File: src/rtl/sha1_pkg.sv
// Shared constants, control structs and round functions for the SHA-1 digest block.
`timescale 1ns / 1ps

package sha1_pkg;

    localparam int unsigned WORD_W      = 32;
    localparam int unsigned NUM_WORDS   = 16;
    localparam int unsigned BUF_W       = WORD_W * NUM_WORDS;
    localparam int unsigned BLOCK_BYTES = 64;
    localparam int unsigned POS_W       = 6;
    localparam int unsigned ROUNDS      = 80;
    localparam int unsigned RND_W       = 7;
    localparam int unsigned LEN_POS     = 448 / 8;
    localparam int unsigned DIGEST_W    = 5 * WORD_W;
    localparam int unsigned COUNT_W     = 64;

    localparam logic [WORD_W-1:0] K_ROUND0 = 32'h5A827999;
    localparam logic [WORD_W-1:0] K_ROUND1 = 32'h6ED9EBA1;
    localparam logic [WORD_W-1:0] K_ROUND2 = 32'h8F1BBCDC;
    localparam logic [WORD_W-1:0] K_ROUND3 = 32'hCA62C1D6;

    localparam logic [WORD_W-1:0] H_INIT0 = 32'h67452301;
    localparam logic [WORD_W-1:0] H_INIT1 = 32'hEFCDAB89;
    localparam logic [WORD_W-1:0] H_INIT2 = 32'h98BADCFE;
    localparam logic [WORD_W-1:0] H_INIT3 = 32'h10325476;
    localparam logic [WORD_W-1:0] H_INIT4 = 32'hC3D2E1F0;

    localparam logic [7:0] PAD_BYTE = 8'h80;

    typedef struct packed {
        logic       shift_byte;
        logic [7:0] byte_val;
        logic       step;
    } t_sched_ctl;

    typedef struct packed {
        logic             start;
        logic             round;
        logic [RND_W-1:0] rnd;
        logic             add;
        logic             reinit;
    } t_round_ctl;

    function automatic logic [WORD_W-1:0] f_round_k(input logic [RND_W-1:0] rnd);
        logic [WORD_W-1:0] k;
        if (rnd < RND_W'(20)) begin
            k = K_ROUND0;
        end else if (rnd < RND_W'(40)) begin
            k = K_ROUND1;
        end else if (rnd < RND_W'(60)) begin
            k = K_ROUND2;
        end else begin
            k = K_ROUND3;
        end
        return k;
    endfunction

    function automatic logic [WORD_W-1:0] f_round_f(input logic [RND_W-1:0]  rnd,
                                                    input logic [WORD_W-1:0] b,
                                                    input logic [WORD_W-1:0] c,
                                                    input logic [WORD_W-1:0] d);
        logic [WORD_W-1:0] f;
        if (rnd < RND_W'(20)) begin
            f = (b & c) | (~b & d);
        end else if (rnd < RND_W'(40)) begin
            f = b ^ c ^ d;
        end else if (rnd < RND_W'(60)) begin
            f = (b & c) | (b & d) | (c & d);
        end else begin
            f = b ^ c ^ d;
        end
        return f;
    endfunction

endpackage

File: src/rtl/sha1_sched.sv
// Block buffer and message schedule: bytes shift in, then one schedule word per round.
`timescale 1ns / 1ps

module sha1_sched (
    input  logic                            i_clk,
    input  sha1_pkg::t_sched_ctl            i_ctl,
    output logic [sha1_pkg::WORD_W-1:0]     o_w
);

    localparam int unsigned WW = sha1_pkg::WORD_W;
    localparam int unsigned BW = sha1_pkg::BUF_W;

    // Word j of the window sits at bits [BW-1-WW*j -: WW]; word 0 is the current one.
    logic [BW-1:0] r_buf;
    logic [BW-1:0] n_buf;
    logic [WW-1:0] w_mix;

    assign w_mix = r_buf[BW-1 -: WW] ^ r_buf[BW-1-2*WW -: WW]
                 ^ r_buf[BW-1-8*WW -: WW] ^ r_buf[BW-1-13*WW -: WW];

    always_comb begin
        n_buf = r_buf;
        if (i_ctl.shift_byte) begin
            n_buf = {r_buf[BW-9:0], i_ctl.byte_val};
        end else if (i_ctl.step) begin
            n_buf = {r_buf[BW-WW-1:0], w_mix[WW-2:0], w_mix[WW-1]};
        end
    end

    always_ff @(posedge i_clk) begin
        r_buf <= n_buf;
    end

    assign o_w = r_buf[BW-1 -: WW];

endmodule

File: src/rtl/sha1_round.sv
// Shared SHA-1 round unit with the working variables and the chaining words.
`timescale 1ns / 1ps

module sha1_round (
    input  logic                            i_clk,
    input  logic                            i_rst_n,
    input  sha1_pkg::t_round_ctl            i_ctl,
    input  logic [sha1_pkg::WORD_W-1:0]     i_w,
    output logic [sha1_pkg::DIGEST_W-1:0]   o_sum
);

    localparam int unsigned WW = sha1_pkg::WORD_W;

    logic [WW-1:0] r_chain [5];
    logic [WW-1:0] r_a, r_b, r_c, r_d, r_e;
    logic [WW-1:0] w_t;
    logic [WW-1:0] w_sum [5];

    assign w_t = {r_a[WW-6:0], r_a[WW-1:WW-5]}
               + sha1_pkg::f_round_f(i_ctl.rnd, r_b, r_c, r_d)
               + r_e + sha1_pkg::f_round_k(i_ctl.rnd) + i_w;

    assign w_sum[0] = r_chain[0] + r_a;
    assign w_sum[1] = r_chain[1] + r_b;
    assign w_sum[2] = r_chain[2] + r_c;
    assign w_sum[3] = r_chain[3] + r_d;
    assign w_sum[4] = r_chain[4] + r_e;

    assign o_sum = {w_sum[0], w_sum[1], w_sum[2], w_sum[3], w_sum[4]};

    always_ff @(posedge i_clk) begin
        if (i_ctl.start) begin
            r_a <= r_chain[0];
            r_b <= r_chain[1];
            r_c <= r_chain[2];
            r_d <= r_chain[3];
            r_e <= r_chain[4];
        end else if (i_ctl.round) begin
            r_a <= w_t;
            r_b <= r_a;
            r_c <= {r_b[1:0], r_b[WW-1:2]};
            r_d <= r_c;
            r_e <= r_d;
        end
    end

    always_ff @(posedge i_clk) begin
        if (!i_rst_n || (i_ctl.add && i_ctl.reinit)) begin
            r_chain[0] <= sha1_pkg::H_INIT0;
            r_chain[1] <= sha1_pkg::H_INIT1;
            r_chain[2] <= sha1_pkg::H_INIT2;
            r_chain[3] <= sha1_pkg::H_INIT3;
            r_chain[4] <= sha1_pkg::H_INIT4;
        end else if (i_ctl.add) begin
            for (int i = 0; i < 5; i++) begin
                r_chain[i] <= w_sum[i];
            end
        end
    end

endmodule

File: src/rtl/sha1_message_digest.sv
// SHA-1 digest top level: byte intake, padding sequencer and digest output register.
//
// The input channel (i_valid / o_ready) moves one message byte per transfer, with
// i_final_byte set on the last byte of a message. The output channel (o_valid /
// i_ready) moves one 160-bit digest per message, split into high, mid and low words.
// A byte that completes a 64-byte block is stored, then the block runs through 80
// rounds on the shared round unit and is added into the chaining words. The final
// byte is followed by the pad and length bytes and one or two more compressions
// before the digest is registered. Intake pauses while a block is compressed on
// the single round unit.
// o_ready is high only while the sequencer is idle. A digest waits in the output
// register while the receiver stalls; the next message may start meanwhile, and
// only the digest step of that next message waits for the register to empty.
// After a digest the chaining words and the bit count return to their initial
// values. Reset (synchronous, active low) returns the block to the same state.
`timescale 1ns / 1ps

module sha1_message_digest (
    input  logic        i_clk,
    input  logic        i_rst_n,
    input  logic        i_valid,
    output logic        o_ready,
    input  logic [7:0]  i_data_byte,
    input  logic        i_final_byte,
    output logic        o_valid,
    input  logic        i_ready,
    output logic [63:0] o_digest_high,
    output logic [63:0] o_digest_mid,
    output logic [31:0] o_digest_low
);

    localparam int unsigned POS_W   = sha1_pkg::POS_W;
    localparam int unsigned RND_W   = sha1_pkg::RND_W;
    localparam int unsigned CW      = sha1_pkg::COUNT_W;
    localparam int unsigned DW      = sha1_pkg::DIGEST_W;
    localparam logic [POS_W-1:0] LAST_POS = POS_W'(sha1_pkg::BLOCK_BYTES - 1);
    localparam logic [POS_W-1:0] LEN_POS  = POS_W'(sha1_pkg::LEN_POS);
    localparam logic [RND_W-1:0] LAST_RND = RND_W'(sha1_pkg::ROUNDS - 1);

    typedef enum logic [1:0] {
        ST_IDLE,
        ST_ROUND,
        ST_ADD,
        ST_PAD
    } t_state;

    t_state             r_state, n_state;
    logic [POS_W-1:0]   r_pos, n_pos;
    logic [CW-1:0]      r_bit_count, n_bit_count;
    logic [RND_W-1:0]   r_rnd, n_rnd;
    logic               r_final, n_final;
    logic               r_pad_first, n_pad_first;
    logic               r_len, n_len;
    logic               r_pad_done, n_pad_done;
    logic               r_out_valid, n_out_valid;
    logic [DW-1:0]      r_digest, n_digest;

    sha1_pkg::t_sched_ctl         sched_ctl;
    sha1_pkg::t_round_ctl         round_ctl;
    logic [sha1_pkg::WORD_W-1:0]  w_word;
    logic [DW-1:0]                w_sum;
    logic                         accept;
    logic                         out_free;
    logic                         is_len;
    logic [CW-1:0]                len_shifted;
    logic [7:0]                   pad_byte;

    sha1_sched u_sched (
        .i_clk (i_clk),
        .i_ctl (sched_ctl),
        .o_w   (w_word)
    );

    sha1_round u_round (
        .i_clk   (i_clk),
        .i_rst_n (i_rst_n),
        .i_ctl   (round_ctl),
        .i_w     (w_word),
        .o_sum   (w_sum)
    );

    assign o_ready  = (r_state == ST_IDLE);
    assign accept   = i_valid && o_ready;
    assign out_free = !r_out_valid || i_ready;

    // Length bytes start at byte 56 of the first block in which byte 56 comes after the pad byte.
    assign is_len      = !r_pad_first && ((r_pos == LEN_POS) || r_len);
    assign len_shifted = r_bit_count >> {~r_pos[2:0], 3'b000};
    assign pad_byte    = r_pad_first ? sha1_pkg::PAD_BYTE :
                         (is_len ? len_shifted[7:0] : 8'h00);

    always_comb begin
        n_state     = r_state;
        n_pos       = r_pos;
        n_bit_count = r_bit_count;
        n_rnd       = r_rnd;
        n_final     = r_final;
        n_pad_first = r_pad_first;
        n_len       = r_len;
        n_pad_done  = r_pad_done;
        n_out_valid = r_out_valid && !i_ready;
        n_digest    = r_digest;
        sched_ctl   = '0;
        round_ctl   = '0;
        round_ctl.rnd = r_rnd;

        case (r_state)
            ST_IDLE: begin
                if (accept) begin
                    sched_ctl.shift_byte = 1'b1;
                    sched_ctl.byte_val   = i_data_byte;
                    n_pos       = r_pos + POS_W'(1);
                    n_bit_count = r_bit_count + CW'(8);
                    if (i_final_byte) begin
                        n_final     = 1'b1;
                        n_pad_first = 1'b1;
                    end
                    if (r_pos == LAST_POS) begin
                        round_ctl.start = 1'b1;
                        n_rnd   = '0;
                        n_state = ST_ROUND;
                    end else if (i_final_byte) begin
                        n_state = ST_PAD;
                    end
                end
            end
            ST_ROUND: begin
                round_ctl.round = 1'b1;
                sched_ctl.step  = 1'b1;
                if (r_rnd == LAST_RND) begin
                    n_state = ST_ADD;
                end else begin
                    n_rnd = r_rnd + RND_W'(1);
                end
            end
            ST_ADD: begin
                if (r_pad_done) begin
                    if (out_free) begin
                        round_ctl.add    = 1'b1;
                        round_ctl.reinit = 1'b1;
                        n_out_valid = 1'b1;
                        n_digest    = w_sum;
                        n_bit_count = '0;
                        n_final     = 1'b0;
                        n_len       = 1'b0;
                        n_pad_done  = 1'b0;
                        n_state     = ST_IDLE;
                    end
                end else begin
                    round_ctl.add = 1'b1;
                    n_state = r_final ? ST_PAD : ST_IDLE;
                end
            end
            ST_PAD: begin
                sched_ctl.shift_byte = 1'b1;
                sched_ctl.byte_val   = pad_byte;
                n_pos       = r_pos + POS_W'(1);
                n_pad_first = 1'b0;
                if (is_len) begin
                    n_len = 1'b1;
                end
                if (r_pos == LAST_POS) begin
                    round_ctl.start = 1'b1;
                    n_rnd   = '0;
                    n_state = ST_ROUND;
                    if (is_len) begin
                        n_pad_done = 1'b1;
                    end
                end
            end
            default: begin
                n_state = ST_IDLE;
            end
        endcase
    end

    always_ff @(posedge i_clk) begin
        if (!i_rst_n) begin
            r_state     <= ST_IDLE;
            r_pos       <= '0;
            r_bit_count <= '0;
            r_rnd       <= '0;
            r_final     <= 1'b0;
            r_pad_first <= 1'b0;
            r_len       <= 1'b0;
            r_pad_done  <= 1'b0;
            r_out_valid <= 1'b0;
        end else begin
            r_state     <= n_state;
            r_pos       <= n_pos;
            r_bit_count <= n_bit_count;
            r_rnd       <= n_rnd;
            r_final     <= n_final;
            r_pad_first <= n_pad_first;
            r_len       <= n_len;
            r_pad_done  <= n_pad_done;
            r_out_valid <= n_out_valid;
        end
        r_digest <= n_digest;
    end

    assign o_valid       = r_out_valid;
    assign o_digest_high = r_digest[DW-1 -: 64];
    assign o_digest_mid  = r_digest[DW-65 -: 64];
    assign o_digest_low  = r_digest[31:0];

    a_rnd_range: assert property (@(posedge i_clk) disable iff (!i_rst_n)
        (r_state == ST_ROUND) |-> (r_rnd <= LAST_RND))
        else $error("round counter ran past the last round");

    a_pad_needs_final: assert property (@(posedge i_clk) disable iff (!i_rst_n)
        (r_state == ST_PAD) |-> r_final)
        else $error("padding without a final byte");

    a_done_needs_final: assert property (@(posedge i_clk) disable iff (!i_rst_n)
        r_pad_done |-> (r_final && !r_pad_first))
        else $error("length written without a final byte and pad byte");

    a_digest_resets: assert property (@(posedge i_clk) disable iff (!i_rst_n)
        (r_state == ST_ADD && r_pad_done && out_free) |=>
            (r_out_valid && r_bit_count == '0 && r_pos == '0 && !r_final))
        else $error("digest step did not restore the message state");

endmodule
File: config.mk
export PLATFORM = sky130hd
export DESIGN_NAME = sha1_message_digest
export DESIGN_NICKNAME = d
export VERILOG_FILES = /design/src/rtl/sha1_pkg.sv /design/src/rtl/sha1_sched.sv /design/src/rtl/sha1_round.sv /design/src/rtl/sha1_message_digest.sv
export SDC_FILE = /design/constraint.sdc
export NUM_CORES = 2
export LEC_CHECK = 0
export ABC_AREA = 1
export BUFFER_PORTS_ARGS = -buffer_cell sky130_fd_sc_hd__buf_2
export CAP_MARGIN = 20
export CELL_PAD_IN_SITES_DETAIL_PLACEMENT = 1
export CELL_PAD_IN_SITES_GLOBAL_PLACEMENT = 2
export CORE_ASPECT_RATIO = 0.6
export CORE_MARGIN = 3
export CORE_UTILIZATION = 35
export CTS_CLUSTER_SIZE = 28
export DETAILED_ROUTE_END_ITERATION = 6
export GPL_TIMING_DRIVEN = 0
export HOLD_SLACK_MARGIN = 0.08
export PLACE_DENSITY_LB_ADDON = 0.1
export SYNTH_ARGS = -nofsm -noshare
export SYNTH_HDL_FRONTEND = slang
export SYNTH_SLANG_ARGS = --single-unit
File: constraint.sdc
create_clock -name i_clk -period 13.8 [get_ports i_clk]
set_input_delay 1.38 -clock i_clk [delete_from_list [all_inputs] [get_ports i_clk]]
set_output_delay 1.38 -clock i_clk [all_outputs]
set_load 0.1 [all_outputs]
==> impl_metrics.csv <==
group,metric,value,unit
timing,report.final.slew_viol_count,0,
clock_network,cts.path.max_buffers,3,
clock_network,cts_buffers,111,
logic_synthesis,synth_edf_count,992,
clock_network,cts_resized,0,
setup_path,start_kind,"flop",
floorplan,io_pins,175,
cells_and_area,final_cell_count_no_fill,10100,
global_route,antenna_found_initial,16,
setup_path,timing.rr.end,"u_round.r_a[28]$_DFFE_PP_",
logic_synthesis,async_flop_share,0,%
route,drt_iter0_drc,5832,
cells_and_area,layout.cells.most_common,"nand2_1",
logic_synthesis,synth_ff_type,"edfxtp_1",
timing,period_share,44.6,%
floorplan,core-area,176000,sq um
setup_path,cpLargestDelayFamily,"simple AND/OR/NAND/NOR gates",
logic_synthesis,synth_cell_types,58,
route,firstDrtPassIters,5,
run_status,status,"finished, final reports clean",
timing,setup_viol,0,
setup_path,path_common_cell,"nand2_1",
floorplan,initial_utilization,35.3,%
min_path,hold_class,"reg -> reg",
global_route,grt_max_degree,115,
timing,fmax,162,MHz
cells_and_area,fill_cells,20800,
timing,hold_viol,0,
route,wl_per_cell,26.2,um
logic_synthesis,ys_ff_latch,1073,
timing,worst_pin_slew,1.09,ns
setup_path,r2r_cells,23,
timing,worst_hold_slack,0.469,ns
setup_path,worst_path_max_delay_cell,"nor2_1",
clock_network,cts_root_buf,"clkbuf_16",
cells_and_area,fin_area,70100,sq um
setup_path,arrival,6.65,ns
setup_path,ff2ff_setup_slack,7.64,ns
cells_and_area,drive_gt1_share,7.68,%
clock_network,cts_tree,"yes",
logic_synthesis,avgSynthCellArea,8.48,sq um
logic_synthesis,yosys.area.top_type,"edfxtp_1",
min_path,hold_end,"r_len$_SDFFE_PN0P_",
clock_network,clk_pin_slew,0.06,ns
clock_network,cts-htree-levels,3,
logic_synthesis,syn_nets,7670,
logic_synthesis,ys_warn_count,0,
route,vias,53400,
timing,skew,0.0393,ns
place,dp.cells,9882,
cells_and_area,syn_to_final_growth,12.8,%
clock_network,cts_hold_repair.buffers,0,
setup_path,end_kind,"flop",
global_route,grt_pass1_wl,377,mm
global_route,grt_pass1_vias,52100,
timing,rsz0062_at_grt,"no",
setup_path,cp.required,14.29,ns
setup_path,crit_buf_inv,4,
floorplan,fp.dieW,550,um
setup_path,critPathMaxFanout,10,
logic_synthesis,ys_seq_area_share,50.5,%
cells_and_area,final_cell_mix,"nand2_1, edfxtp_1, inv_1",
cells_and_area,multi_input_comb_area,26700,sq um
place,place_hpwl,215,mm
floorplan,core.rowCount,119,
setup_path,critPathKind,"reg -> reg",
min_path,hold_depth,2,
route,vias_per_cell,5.29,
clock_network,cts_setup_buffers,0,
setup_path,r2r_start,"r_rnd[6]$_SDFFE_PN0P_",
floorplan,die_area,183000,sq um
floorplan,die_h,332,um
global_route,track_usage,28.4,%
cells_and_area,final_util,39.8,%
clock_network,cts.sinks,1073,
run,drv_cap,0,
clock_network,worstSkewPairLatency,0.76,ns
cells_and_area,seq_area,31400,sq um
place,gp_congestion,0.931,
timing,maxSlewHeadroom,26.8,%
logic_synthesis,synth.top_cell.area_share,47.9,%
logic_synthesis,syn_inst,7330,
logic_synthesis,synth_area,62100,sq um
setup_path,slowest_delay,0.84,ns
route,drt_wl_total,265,mm
cells_and_area,fin_nets,7976,
min_path,worstHoldStart,"r_len$_SDFFE_PN0P_",
logic_synthesis,synthTopCellsByArea,"edfxtp_1, nand2_1, inv_1, ha_1, fa_1",
place,placed_area,66400,sq um
place,io_buffers,173,
route,drc_errors,0,
global_route,grt_overflow_total,0,
route,ant_nets,0,
setup_path,crit_path_cell_trace,"inv_1 -> nand2_1 -> nor2_1 -> clkbuf_1 -> nand2_1 -> nand3_1 -> fa_1 -> fa_1 -> inv_1 -> fa_1 -> inv_1 -> ha_1 -> nand2_1 -> o21ai_0 -> nand2_1 -> nand2_1 -> nand2_1 -> nand2_1 -> nand2_1 -> nand2_1 -> nand2_1 -> nand3_1 -> nand2_1",
timing,min_period,6.16,ns
==> cell type report <==
class,count,share of cell area [%]
Timing Repair Buffer,193,1.85
Sequential cell,1073,44.8
Tap cell,2359,4.21
Buffer,202,1.35
Inverter,845,4.52
Clock inverter,68,1.11
Clock buffer,132,4.13
Multi-Input combinational cell,5210,38.0
Antenna cell,2,0.00714
==> registers in the layout (all words and copies together) (netlist names), 2 cells and up <==
name and count:
u_round.r_d 32, r_state 2, u_round.r_b 32, r_rnd 7
u_round.r_c 32, u_round.r_a 32, r_digest 160, r_bit_count 61
u_round.r_e 32, u_round.r_chain 160, u_sched.r_buf 512, r_pos 6
==> through the flow <==
stage               setup TNS, ns  setup WS (ns)
detailed placement              0           7.80
global route                    0           7.34
floorplan                       0           4.21
global placement            -3.80         -0.288
CTS                             0           7.76
finish                          0           7.64
==> how the worst max path moves through the flow <==
stage	start	end	slack, ns	cells past startpoint
6_report	r_rnd[6]$_SDFFE_PN0P_	u_round.r_a[28]$_DFFE_PP_	7.64	23
5_1_grt	r_rnd[6]$_SDFFE_PN0P_	u_round.r_a[28]$_DFFE_PP_	7.34	23
4_1_cts	r_rnd[6]$_SDFFE_PN0P_	u_round.r_a[28]$_DFFE_PP_	7.76	23
3_5_place_dp	i_valid	u_sched.r_buf[180]$_DFFE_PP_	7.80	11
3_3_place_gp	i_ready	r_bit_count[13]$_SDFFE_PN0P_	-0.29	10
2_1_floorplan	i_ready	r_bit_count[13]$_SDFFE_PN0P_	4.21	9
==> logic make-up (layout without fill, tap and decap cells) <==
kind of cell    count (synthesis)  after routing  synth area share [%]
fa+ha+maj                     327            327                  8.02
compound gates                782            782                  6.84
flops                        1073           1073                  50.5
xor+xnor                      167            167                  2.35
simple gates                 3934           3934                  25.6
buf+inv                      1047           1440                  6.63
other cells                     0              2                     0
==> synth_stat cells, types with 5 or more instances <==
cell	number
a21boi_0	6
o21ai_1	19
a21oi_1	318
nor2_1	492
a211oi_1	5
nor3_1	55
o21bai_1	32
xnor2_1	85
xor2_1	82
buf_2	99
nand2_2	12
nor2_4	7
nand3b_1	19
buf_1	6
nand3_1	312
clkbuf_1	88
and2_1	6
o22ai_1	8
ha_1	208
o21a_1	13
dfxtp_1	81
edfxtp_1	992
nor4_1	10
or2_2	54
nand2_1	2836
a221oi_1	6
a31oi_1	10
nand4_1	92
o211ai_1	10
inv_1	833
nor2_2	17
o221ai_1	10
fa_1	119
and3_1	6
o21ai_0	319
a21o_1	16
inv_2	11
==> metal layers <==
metal  track usage [%]  share of wire, %  up-vias
li1                  -                 -    24500
met1              48.9                53    26800
met2              34.5                35     1868
met3              7.54                10      193
met4              3.58               1.2        4
met5                 0             0.010        -
==> worst min-delay path, stage by stage, from the launching register on <==
cell     delay [ns]
dfxtp_1        0.31
nand2_1        0.06
a21oi_1        0.05
Power is not shown: default switching activity piles up to over one toggle a cycle in this logic, so the estimate is an artifact.
